[config.mk]
export PLATFORM = sky130hd
export DESIGN_NAME = header_length_frame_receiver_core_flat
export DESIGN_NICKNAME = d
export VERILOG_FILES = /design/src/rtl/hlfr_pkg.sv /design/src/rtl/hlfr_rx_if.sv /design/src/rtl/hlfr_frame_if.sv /design/src/rtl/header_length_frame_receiver_core.sv /design/src/rtl/hlfr_store.sv /design/src/rtl/hlfr_parser.sv /design/src/rtl/hlfr_emitter.sv /design/src/flat_wrapper.sv
export SDC_FILE = /design/constraint.sdc
export NUM_CORES = 1
export LEC_CHECK = 0
export BUFFER_PORTS_ARGS = -buffer_cell sky130_fd_sc_hd__buf_2
export CAP_MARGIN = 20
export CORE_MARGIN = 5
export CORE_UTILIZATION = 40
export CTS_BUF_LIST = sky130_fd_sc_hd__clkbuf_16
export CTS_CLUSTER_DIAMETER = 120
export CTS_CLUSTER_SIZE = 20
export DETAILED_ROUTE_END_ITERATION = 10
export PLACE_DENSITY = 0.53
export SETUP_SLACK_MARGIN = 0.2
export SLEW_MARGIN = 20
export SYNTH_ARGS = -nofsm -noshare
export SYNTH_HDL_FRONTEND = slang
export SYNTH_SLANG_ARGS = --single-unit
[constraint.sdc]
create_clock -name i_clk -period 4.1 [get_ports i_clk]
set_input_delay 0.82 -clock i_clk [delete_from_list [all_inputs] [get_ports i_clk]]
set_output_delay 0.82 -clock i_clk [all_outputs]
set_load 0.02 [all_outputs]
[src/rtl/hlfr_pkg.sv]
package hlfr_pkg;

    localparam int BYTE_W  = 8;
    localparam int CFG_IDX_W = 1;

    // configuration register indexes
    localparam logic [CFG_IDX_W-1:0] CFG_FIRST_HDR  = 1'b0;
    localparam logic [CFG_IDX_W-1:0] CFG_SECOND_HDR = 1'b1;

    typedef logic [BYTE_W-1:0] t_byte;

    typedef enum logic [2:0] {
        PH_HEAD0 = 3'd0,
        PH_HEAD1 = 3'd1,
        PH_LEN   = 3'd2,
        PH_PAYL  = 3'd3,
        PH_CSUM0 = 3'd4,
        PH_CSUM1 = 3'd5,
        PH_EMIT  = 3'd6
    } t_phase;

endpackage

[src/rtl/hlfr_rx_if.sv]
interface hlfr_rx_if;
    logic            valid;
    logic            ready;
    hlfr_pkg::t_byte rx_byte;

    modport source (output valid, output rx_byte, input ready);
    modport sink   (input valid, input rx_byte, output ready);
endinterface

[src/rtl/hlfr_frame_if.sv]
interface hlfr_frame_if;
    logic            valid;
    logic            ready;
    hlfr_pkg::t_byte frame_byte;
    logic            frame_last;

    modport source (output valid, output frame_byte, output frame_last, input ready);
    modport sink   (input valid, input frame_byte, input frame_last, output ready);
endinterface

[src/rtl/header_length_frame_receiver_core.sv]
// Frame receiver: hunts a two-byte header and a length byte in a byte stream,
// stores length, payload and two checksum bytes, then plays the frame back.
// i_rx (sink): one received byte per transaction, accepted on valid && ready.
// o_frame (source): one stored byte per transaction, frame_last on the final
// byte. Frames are length + 2 bytes; lengths of 0, 1 or above STORE_DEPTH - 2
// drop the block back to header hunting. Checksums are not verified.
// Configuration: i_cfg_we with i_cfg_idx 0 / 1 sets the first / second header
// byte; both reset to zero. Write only while idle.
// Throughput: one input byte per cycle while parsing. On the second checksum
// byte input ready drops; the store is read out through its single read port
// at one byte per cycle unless the output stalls, via the read register into
// the output register. Input ready returns after the last read reaches the
// output register, the emitter then drops busy and the parser leaves its emit
// phase. Stalls hold both; the last byte may still wait as new input is taken.
// Reset (synchronous, active low) returns to header hunting with nothing
// pending; the store contents are left as they are.
module header_length_frame_receiver_core #(
    parameter int STORE_DEPTH = 32
) (
    input  logic                               i_clk,
    input  logic                               i_rst_n,
    input  logic                               i_cfg_we,
    input  logic [hlfr_pkg::CFG_IDX_W-1:0]     i_cfg_idx,
    input  hlfr_pkg::t_byte                    i_cfg_data,
    hlfr_rx_if.sink                            i_rx,
    hlfr_frame_if.source                       o_frame
);

    localparam int ADDR_W = $clog2(STORE_DEPTH);
    localparam int CNT_W  = $clog2(STORE_DEPTH + 1);

    hlfr_pkg::t_byte   r_hdr0;
    hlfr_pkg::t_byte   r_hdr1;
    logic              emit_busy;
    logic              emit_start;
    logic [CNT_W-1:0]  emit_total;
    logic              we;
    logic [ADDR_W-1:0] waddr;
    hlfr_pkg::t_byte   wdata;
    logic              re;
    logic [ADDR_W-1:0] raddr;
    hlfr_pkg::t_byte   rdata;

    always_ff @(posedge i_clk) begin
        if (!i_rst_n) begin
            r_hdr0 <= '0;
            r_hdr1 <= '0;
        end else if (i_cfg_we) begin
            case (i_cfg_idx)
                hlfr_pkg::CFG_FIRST_HDR:  r_hdr0 <= i_cfg_data;
                hlfr_pkg::CFG_SECOND_HDR: r_hdr1 <= i_cfg_data;
                default: ;
            endcase
        end
    end

    hlfr_parser #(
        .STORE_DEPTH (STORE_DEPTH),
        .ADDR_W      (ADDR_W),
        .CNT_W       (CNT_W)
    ) u_parser (
        .i_clk        (i_clk),
        .i_rst_n      (i_rst_n),
        .i_valid      (i_rx.valid),
        .o_ready      (i_rx.ready),
        .i_rx_byte    (i_rx.rx_byte),
        .i_hdr0       (r_hdr0),
        .i_hdr1       (r_hdr1),
        .i_emit_busy  (emit_busy),
        .o_emit_start (emit_start),
        .o_emit_total (emit_total),
        .o_we         (we),
        .o_waddr      (waddr),
        .o_wdata      (wdata)
    );

    hlfr_store #(
        .STORE_DEPTH (STORE_DEPTH),
        .ADDR_W      (ADDR_W)
    ) u_store (
        .i_clk   (i_clk),
        .i_we    (we),
        .i_waddr (waddr),
        .i_wdata (wdata),
        .i_re    (re),
        .i_raddr (raddr),
        .o_rdata (rdata)
    );

    hlfr_emitter #(
        .STORE_DEPTH (STORE_DEPTH),
        .ADDR_W      (ADDR_W),
        .CNT_W       (CNT_W)
    ) u_emitter (
        .i_clk        (i_clk),
        .i_rst_n      (i_rst_n),
        .i_start      (emit_start),
        .i_total      (emit_total),
        .o_busy       (emit_busy),
        .o_re         (re),
        .o_raddr      (raddr),
        .i_rdata      (rdata),
        .o_valid      (o_frame.valid),
        .i_ready      (o_frame.ready),
        .o_frame_byte (o_frame.frame_byte),
        .o_frame_last (o_frame.frame_last)
    );

endmodule

[src/rtl/hlfr_store.sv]
module hlfr_store #(
    parameter int STORE_DEPTH = 32,
    parameter int ADDR_W      = $clog2(STORE_DEPTH)
) (
    input  logic              i_clk,
    input  logic              i_we,
    input  logic [ADDR_W-1:0] i_waddr,
    input  hlfr_pkg::t_byte   i_wdata,
    input  logic              i_re,
    input  logic [ADDR_W-1:0] i_raddr,
    output hlfr_pkg::t_byte   o_rdata
);

    hlfr_pkg::t_byte r_mem [STORE_DEPTH];
    hlfr_pkg::t_byte r_rdata;

    always_ff @(posedge i_clk) begin
        if (i_we) begin
            r_mem[i_waddr] <= i_wdata;
        end
    end

    // read data holds until the next read
    always_ff @(posedge i_clk) begin
        if (i_re) begin
            r_rdata <= r_mem[i_raddr];
        end
    end

    assign o_rdata = r_rdata;

endmodule

[src/rtl/hlfr_parser.sv]
module hlfr_parser #(
    parameter int STORE_DEPTH = 32,
    parameter int ADDR_W      = $clog2(STORE_DEPTH),
    parameter int CNT_W       = $clog2(STORE_DEPTH + 1)
) (
    input  logic              i_clk,
    input  logic              i_rst_n,
    input  logic              i_valid,
    output logic              o_ready,
    input  hlfr_pkg::t_byte   i_rx_byte,
    input  hlfr_pkg::t_byte   i_hdr0,
    input  hlfr_pkg::t_byte   i_hdr1,
    input  logic              i_emit_busy,
    output logic              o_emit_start,
    output logic [CNT_W-1:0]  o_emit_total,
    output logic              o_we,
    output logic [ADDR_W-1:0] o_waddr,
    output hlfr_pkg::t_byte   o_wdata
);

    localparam hlfr_pkg::t_byte LEN_MAX = hlfr_pkg::BYTE_W'(STORE_DEPTH - 2);

    hlfr_pkg::t_phase r_phase, n_phase;
    logic [CNT_W-1:0] r_wr_idx, n_wr_idx;
    logic [CNT_W-1:0] r_len, n_len;
    logic             accept;
    logic [CNT_W-1:0] wr_idx_inc;

    // no input is taken while the store is being read out
    assign o_ready    = (r_phase != hlfr_pkg::PH_EMIT);
    assign accept     = i_valid && o_ready;
    assign wr_idx_inc = r_wr_idx + CNT_W'(1);
    assign o_wdata    = i_rx_byte;
    assign o_emit_total = wr_idx_inc;

    always_ff @(posedge i_clk) begin
        if (!i_rst_n) begin
            r_phase  <= hlfr_pkg::PH_HEAD0;
            r_wr_idx <= '0;
            r_len    <= '0;
        end else begin
            r_phase  <= n_phase;
            r_wr_idx <= n_wr_idx;
            r_len    <= n_len;
        end
    end

    always_comb begin
        n_phase      = r_phase;
        n_wr_idx     = r_wr_idx;
        n_len        = r_len;
        o_we         = 1'b0;
        o_waddr      = r_wr_idx[ADDR_W-1:0];
        o_emit_start = 1'b0;
        case (r_phase)
            hlfr_pkg::PH_HEAD0: begin
                if (accept && i_rx_byte == i_hdr0) begin
                    n_phase = hlfr_pkg::PH_HEAD1;
                end
            end
            hlfr_pkg::PH_HEAD1: begin
                if (accept) begin
                    n_wr_idx = '0;
                    n_phase  = (i_rx_byte == i_hdr1) ? hlfr_pkg::PH_LEN : hlfr_pkg::PH_HEAD0;
                end
            end
            hlfr_pkg::PH_LEN: begin
                if (accept) begin
                    if (i_rx_byte > hlfr_pkg::t_byte'(1) && i_rx_byte <= LEN_MAX) begin
                        o_we     = 1'b1;
                        o_waddr  = '0;
                        n_len    = CNT_W'(i_rx_byte);
                        n_wr_idx = CNT_W'(1);
                        n_phase  = hlfr_pkg::PH_PAYL;
                    end else begin
                        n_wr_idx = '0;
                        n_phase  = hlfr_pkg::PH_HEAD0;
                    end
                end
            end
            hlfr_pkg::PH_PAYL: begin
                if (accept) begin
                    o_we     = 1'b1;
                    n_wr_idx = wr_idx_inc;
                    if (wr_idx_inc == r_len) begin
                        n_phase = hlfr_pkg::PH_CSUM0;
                    end
                end
            end
            hlfr_pkg::PH_CSUM0: begin
                if (accept) begin
                    o_we     = 1'b1;
                    n_wr_idx = wr_idx_inc;
                    n_phase  = hlfr_pkg::PH_CSUM1;
                end
            end
            hlfr_pkg::PH_CSUM1: begin
                if (accept) begin
                    o_we         = 1'b1;
                    o_emit_start = 1'b1;
                    n_wr_idx     = wr_idx_inc;
                    n_phase      = hlfr_pkg::PH_EMIT;
                end
            end
            hlfr_pkg::PH_EMIT: begin
                // busy rises the cycle after start, so it is seen high here first
                if (!i_emit_busy) begin
                    n_wr_idx = '0;
                    n_phase  = hlfr_pkg::PH_HEAD0;
                end
            end
            default: begin
                n_wr_idx = '0;
                n_phase  = hlfr_pkg::PH_HEAD0;
            end
        endcase
    end

endmodule

[src/rtl/hlfr_emitter.sv]
module hlfr_emitter #(
    parameter int STORE_DEPTH = 32,
    parameter int ADDR_W      = $clog2(STORE_DEPTH),
    parameter int CNT_W       = $clog2(STORE_DEPTH + 1)
) (
    input  logic              i_clk,
    input  logic              i_rst_n,
    input  logic              i_start,
    input  logic [CNT_W-1:0]  i_total,
    output logic              o_busy,
    output logic              o_re,
    output logic [ADDR_W-1:0] o_raddr,
    input  hlfr_pkg::t_byte   i_rdata,
    output logic              o_valid,
    input  logic              i_ready,
    output hlfr_pkg::t_byte   o_frame_byte,
    output logic              o_frame_last
);

    logic             r_busy;
    logic [CNT_W-1:0] r_rd_addr;
    logic [CNT_W-1:0] r_total;
    logic             r_pend;
    logic             r_pend_last;
    logic             r_out_valid;
    hlfr_pkg::t_byte  r_out_byte;
    logic             r_out_last;
    logic             remaining;
    logic             load;
    logic             issue;

    assign remaining = r_busy && (r_rd_addr != r_total);
    // memory data waiting in the read register moves on when the output slot frees
    assign load      = r_pend && (!r_out_valid || i_ready);
    assign issue     = remaining && (!r_pend || load);

    assign o_re         = issue;
    assign o_raddr      = r_rd_addr[ADDR_W-1:0];
    assign o_busy       = r_busy;
    assign o_valid      = r_out_valid;
    assign o_frame_byte = r_out_byte;
    assign o_frame_last = r_out_last;

    always_ff @(posedge i_clk) begin
        if (!i_rst_n) begin
            r_busy      <= 1'b0;
            r_rd_addr   <= '0;
            r_total     <= '0;
            r_pend      <= 1'b0;
            r_pend_last <= 1'b0;
            r_out_valid <= 1'b0;
        end else begin
            if (i_start) begin
                r_busy    <= 1'b1;
                r_rd_addr <= '0;
                r_total   <= i_total;
            end else if (r_busy && !remaining && !r_pend) begin
                r_busy <= 1'b0;
            end else if (issue) begin
                r_rd_addr <= r_rd_addr + CNT_W'(1);
            end

            if (issue) begin
                r_pend      <= 1'b1;
                r_pend_last <= (r_rd_addr + CNT_W'(1) == r_total);
            end else if (load) begin
                r_pend <= 1'b0;
            end

            if (load) begin
                r_out_valid <= 1'b1;
            end else if (i_ready) begin
                r_out_valid <= 1'b0;
            end
        end
    end

    always_ff @(posedge i_clk) begin
        if (load) begin
            r_out_byte <= i_rdata;
            r_out_last <= r_pend_last;
        end
    end

endmodule

[src/flat_wrapper.sv]
// flat-port wrapper written by rule: the top's interface ports become plain ports
module header_length_frame_receiver_core_flat 
#(
    parameter int STORE_DEPTH = 32
)
  (i_clk, i_rst_n, i_cfg_we, i_cfg_idx, i_cfg_data, i_rx_valid, i_rx_rx_byte, i_rx_ready, o_frame_valid, o_frame_frame_byte, o_frame_frame_last, o_frame_ready);
  hlfr_rx_if i_rx_i ();
  hlfr_frame_if o_frame_i ();
  input  logic i_clk;
  input  logic i_rst_n;
  input  logic i_cfg_we;
  input  logic [hlfr_pkg::CFG_IDX_W-1:0] i_cfg_idx;
  input  hlfr_pkg::t_byte i_cfg_data;
  input wire logic [$bits(i_rx_i.valid)-1:0] i_rx_valid;
  input wire logic [$bits(i_rx_i.rx_byte)-1:0] i_rx_rx_byte;
  output wire logic [$bits(i_rx_i.ready)-1:0] i_rx_ready;
  output wire logic [$bits(o_frame_i.valid)-1:0] o_frame_valid;
  output wire logic [$bits(o_frame_i.frame_byte)-1:0] o_frame_frame_byte;
  output wire logic [$bits(o_frame_i.frame_last)-1:0] o_frame_frame_last;
  input wire logic [$bits(o_frame_i.ready)-1:0] o_frame_ready;
  assign i_rx_i.valid = i_rx_valid;
  assign i_rx_i.rx_byte = i_rx_rx_byte;
  assign i_rx_ready = i_rx_i.ready;
  assign o_frame_valid = o_frame_i.valid;
  assign o_frame_frame_byte = o_frame_i.frame_byte;
  assign o_frame_frame_last = o_frame_i.frame_last;
  assign o_frame_i.ready = o_frame_ready;
  header_length_frame_receiver_core #(.STORE_DEPTH(STORE_DEPTH)) u_core (.i_clk(i_clk), .i_rst_n(i_rst_n), .i_cfg_we(i_cfg_we), .i_cfg_idx(i_cfg_idx), .i_cfg_data(i_cfg_data), .i_rx(i_rx_i), .o_frame(o_frame_i));
endmodule
Yosys cells after proc, flatten, opt, wreduce, memory -nomap -nowiden
Memory sizes are Yosys's and may differ from the RTL's. A register that Yosys moved wholly into a read port is not among the register bits.
Index checks and enable logic that the tools add are counted.
{ "totals": {"regBits": 56, "output_inout_bits": 11, "inputBits": 22, "n_memories": 1, "mem_bits_rw": 256, "word_cells": 101} }
{ "classes": {"reduce_logical": 25, "mux": 33, "n_eq_ne": 21, "n_bitwise": 4, "n_lt_le_gt_ge": 2, "add_sub_neg": 2} }
{ "mem_list": {"columns": ["name", "depth", "word_bits", "rd", "rd_ports_with_merged_regs", "write_ports", "line", "rtl"], "rows": [
  ["u_core.u_store.r_mem", 32, 8, 1, 1, 1, "hlfr_store.sv:14", "hlfr_pkg::t_byte r_mem [STORE_DEPTH];"]
]} }
{ "ops": {"columns": ["operator", "n"], "rows": [
  ["$pmux 6 s5", 1],
  ["$mux 3", 8],
  ["$mux 6", 4],
  ["$pmux 3 s7", 1],
  ["$eq 8x8->1", 2],
  ["$ne 2x2->1 const B", 8],
  ["$mux 5", 3],
  ["$mux 1", 13],
  ["$add 6x1->6 const B", 2],
  ["$eq 6x6->1", 2],
  ["$eq 3x3->1 const B", 3],
  ["$gt 8x1->1 const B", 1],
  ["$le 8x5->1 const B", 1],
  ["$logic_and 1x1->1", 8],
  ["$reduce_and 8->1", 1],
  ["$eq 3x2->1 const B", 2],
  ["$ne 6x6->1", 1],
  ["$reduce_and 2->1", 3],
  ["$reduce_bool 2->1", 3],
  ["$reduce_and 5->1", 1],
  ["$mux 2", 2],
  ["$not 1->1", 4],
  ["$eq 3x1->1 const B", 1],
  ["$logic_not 1->1", 3],
  ["other kinds (8)", 9]
]} }

Longest topological paths before layout
{ "depth": {"depth_word": 7, "mapped_depth": 8, "depth_no_buf": 6} }

Cells and area by module
A second synthesis with hierarchy kept.
{ "unflattened": {"hier_cells": 715, "hier_area_um2": 13103.8} }
{ "by_module_without_submodules": {"columns": ["mod", "seq_area_each_um2", "area_each_um2", "cells_per_inst", "instances"], "rows": [
  ["hlfr_store", 7927.6, 10133.5, 417, 1],
  ["hlfr_parser", 300.3, 1203.7, 137, 1],
  ["hlfr_emitter", 590.6, 1146.1, 99, 1],
  ["header_length_frame_receiver_core", 320.3, 620.6, 62, 1]
]} }

Worst setup path after synthesis
Ideal clock, no wire load.
{ "synth_timing": {"path_kind": "input to register", "start": "input port i_rx_rx_byte[5]", "end": "memory u_core.u_store.r_mem[1][0] (netlist name) (enable)", "slack_ns": 1.275, "setup_time_ns": 0.386, "arrival_ns": 2.438, "t_required_ns": 3.714, "n_path_buf": 0, "cell_stages": 5, "cell_sequence": "nor4_1 nand2_1 nor3_1 nand3_1 a211oi_1"} }
{ "synth_between": {"elab_chain_cells": 7, "word_cells_on_any_way": 11, "classes_between": "2 x order compare; 8 x mux; 1 x reduce/logical"} }
{ "synth_rtl": {"columns": ["element", "line", "rtl"], "rows": [
  ["start, declared", "flat_wrapper.sv:15", "input wire logic [$bits(i_rx_i.rx_byte)-1:0] i_rx_rx_byte;"],
  ["$gt 8x1->1 / $le 8x5->1 (equally long branches)", "hlfr_parser.sv:69", "if (i_rx_byte > hlfr_pkg::t_byte'(1) && i_rx_byte <= LEN_MAX) begin"],
  ["$logic_and 1x1->1 *", "hlfr_parser.sv:69", null],
  ["$mux 1", "hlfr_parser.sv:69", null],
  ["$mux 1", "hlfr_parser.sv:68", "if (accept) begin"],
  ["$pmux 1 s2", "hlfr_parser.sv:55", "case (r_phase)"],
  ["$mux 1", "hlfr_store.sv:18", "if (i_we) begin"],
  ["$mux 1 (not written as such)", "hlfr_store.sv:19", "r_mem[i_waddr] <= i_wdata;"],
  ["end, declared", "hlfr_store.sv:14", null]
]} }
Every way passes the cells marked *; elsewhere a longest branch is shown, timed or not.

Worst setup path after layout
{ "layout_timing": {"start": "register u_core.u_emitter.r_rd_addr[4]", "end": "register u_core.u_store.r_rdata[1] (netlist: u_core.u_store.o_rdata[1]), read port of u_core.u_store.r_mem (enable)"} }
{ "layout_between": {"elab_chain_cells": 3} }
{ "layout_rtl": {"columns": ["element", "line", "rtl"], "rows": [
  ["start, declared", "hlfr_emitter.sv:21", "logic [CNT_W-1:0] r_rd_addr;"],
  ["start signal, assigned", "hlfr_emitter.sv:60", "r_rd_addr <= r_rd_addr + CNT_W'(1);"],
  ["$ne 6x6->1", "hlfr_emitter.sv:32", "assign remaining = r_busy && (r_rd_addr != r_total);"],
  ["$logic_and 1x1->1", "hlfr_emitter.sv:32", null],
  ["$logic_and 1x1->1", "hlfr_emitter.sv:35", "assign issue = remaining && (!r_pend || load);"],
  ["named net u_core.re", "header_length_frame_receiver_core.sv:40", "logic re;"],
  ["end, declared", "hlfr_store.sv:15", "hlfr_pkg::t_byte r_rdata;"]
]} }
The timed path passes the listed nets, and every way through them passes these cells.
A chain may end at the register's enable or synchronous reset.

==> qor.csv <==
metric,value,unit
nets,783,
met2_length,14.1,mm
fin_crit,2.77,ns
grt_pass1_wl,42.6,mm
netlist_instances,718,
cellPowerDensity,383,mW/mm^2
synthToLayoutAreaGrowth,9.92,%
synth_edf_count,273,
finalSetupViolCount,0,
path_buf_inv,1,
crit_arrival,2.93,ns
synth_area,0.0130,mm^2
yosysSeqAreaShare,70.5,%
die_height,190,um
clock_path_buffers,3,
crit_fanout,13,
cts_setup_buffers,0,
cap_violations,0,
viasPerCell,5.36,
netlist-cell-type-count,50,
p_leak,4.45,nW
die_w,190,um
ys_async_sr_fraction,0,%
clk_pin_slew,0.08,ns
critical-path-max-stage-delay,0.80,ns
clockRootBuffer,clkbuf_16,
start_util,40.1,%
worst_slack,1.33,ns
avgSynthCellArea,18.0,um^2
cts_hold_buf,0,
crit_type,reg -> reg,
grt-ovfl-total,0,
place.gp.congestion,0.796,
slew_viol_final,0,
worstMarginPinSlew,1.00,ns
drive_gt1_share,23.6,%
cts.htree.levels,1,
grt_usage,15.6,%
yosys.area_share.adder,0.193,%
synth_top_family_by_area,multiplexers,
min_period_over_period,67.5,%
finalWirelength,27.7,mm
top_layer_used,met4,
drt-met1-wl,12.3,mm
finClkSkew,0.0237,ns
ys.flop_type,edfxtp_1,
synth-xor-area-share,2.34,%
grt_max_degree,44,
n_antenna_cell,0,
synth_mux_area_share,15.8,%
cpMaxStageDelayCell,dfxtp_1,
synth_top_area_share,63.3,%
yosysTopAreaCell,edfxtp_1,
hold_viol_final,0,
drcViolationCount,0,
end_kind,flop,
rsz0062_at_grt,false,
hpwlAfterDp,18.0,mm
hp-class,reg -> reg,
cts_sinks,320,
cp.required,4.26,ns
slew_headroom,32.8,%
met3_length,953,um
total_power,0.00546,W
path_delay_family,flip-flops,
cts_tree,yes,
setup-tns-final,0,ns
status,"complete, no violations",
design.die.area,0.0361,mm^2
fmax,0.362,GHz
dp_slack,0.920,ns
first_global_vias,6723,
vias,6461,
final_util,44.1,%
core,0.0323,mm^2
antenna_found_initial,0,
synth_most_common_cell,edfxtp_1,
vdd_drop_max,0.231,mV
cts_inserted_buffers,19,
post_cts_resized,0,
synthTopCellsByArea,"edfxtp_1 (63%), mux4_2 (14%), dfxtp_1 (7.3%)",
first_pass_iters,5,
core.rowCount,66,
yosys-top-cells-count,"edfxtp_1 (273), mux4_2 (80), dfxtp_1 (47)",
io_pins,33,
crit_chain,xnor2_1 -> nand4_1 -> o211ai_1 -> inv_1,
synth_simple_gate_area_share,6.25,%
ys_ff_latch,320,
wl_per_cell,23.0,um
yosysWarnings,0,
syn_nets,742,
cp-start-kind,flop,
detail-route-antenna-nets,0,
io_buffers,32,
drtIter0Drc,431,
synth_compound_area_share,3.29,%
clkLatencyLatePin,0.53,ns
[final cells by class]
| type | count | area [um^2] |
|---|---|---|
| Sequential cell | 320 | 9140 |
| Fill cell | 2817 | 18000 |
| Clock inverter | 7 | 31.3 |
| Timing Repair Buffer | 61 | 390 |
| Multi-Input combinational cell | 351 | 3630 |
| Clock buffer | 19 | 475 |
| Inverter | 6 | 22.5 |
| Tap cell | 442 | 553 |
[metal layers]
metal	vias up	global-route usage [%]
li1	2918	-
met1	3394	21.7
met2	123	27.1
met3	26	1.78
met4	0	2.73
met5	-	0
[worst paths after layout]
kind / to / from / cells past startpoint / slack (ns)
worst min-delay path: u_core.u_emitter.o_frame_byte[7] / u_core.u_store.o_rdata[7] / 0 / 0.42
worst min register to register: u_core.u_emitter.o_frame_byte[7] / u_core.u_store.o_rdata[7] / 0 / 0.42
worst max register to register: u_core.u_store.o_rdata[1] / u_core.u_emitter.r_rd_addr[4] / 4 / 1.33
worst max-delay path: u_core.u_store.o_rdata[1] / u_core.u_emitter.r_rd_addr[4] / 4 / 1.33
[placed cells by master (no fill, tap or decap), types with 19 or more instances in the layout]
| cell | Yosys | layout |
|---|---|---|
| edfxtp_1 | 273 | 273 |
| mux4_2 | 80 | 80 |
| dfxtp_1 | 47 | 45 |
| nor2_1 | 33 | 33 |
| nand2_1 | 32 | 32 |
| buf_2 | 5 | 32 |
| buf_4 | 0 | 28 |
| nor2b_1 | 20 | 20 |
| xnor2_1 | 19 | 19 |
| clkbuf_16 | 0 | 19 |
[state kept, by name (all words and copies together), names as in the netlist]
name,count
u_core.u_emitter.r_pend_last,1
u_core.r_hdr0,8
u_core.u_store.o_rdata,8
u_core.u_store.r_mem,256
u_core.u_parser.r_len,6
u_core.u_emitter.r_pend,1
u_core.u_emitter.o_busy,1
u_core.u_emitter.r_rd_addr,6
u_core.u_parser.r_phase,3
u_core.u_emitter.o_valid,1
u_core.u_emitter.o_frame_last,1
u_core.u_emitter.o_frame_byte,8
u_core.r_hdr1,8
u_core.u_emitter.r_total,6
u_core.u_parser.r_wr_idx,6
[where the power goes]
group / total, W / internal (W) / switching (W)
Combinational: 0.000103 / 0.0000295 / 0.0000740
Sequential: 0.00353 / 0.00352 / 0.00000606
Clock: 0.00183 / 0.000840 / 0.000986
Total: 0.00546 / 0.00439 / 0.00107
[cells by family after synthesis]
family                   Yosys count
AND/OR/NAND/NOR                  153
AO/OA/AOI/OAI                     60
adder cells (fa/ha/maj)            2
multiplexers                     103
XOR/XNOR                          33
buffers and inverters             47
flip-flops                       320
[worst register-to-register path: cells and delay by family (launching register included)]
kind	cells	cell delay [ns]
AND/OR/NAND/NOR	1	0.16
XOR/XNOR	1	0.24
AO/OA/AOI/OAI	1	0.78
flip-flops	1	0.80
buffers and inverters	1	0.43
[through the flow]
stage	hold WS [ns]	cells	cell area, um^2
5_1_grt	0.427	1206	14200
4_1_cts	0.421	1206	14200
6_report	0.421	1206	14200
2_1_floorplan	0.400	718	13000
3_5_place_dp	0.406	1180	13700
3_3_place_gp	0.401	1180	13700
Power figures use the tool's default switching activity.
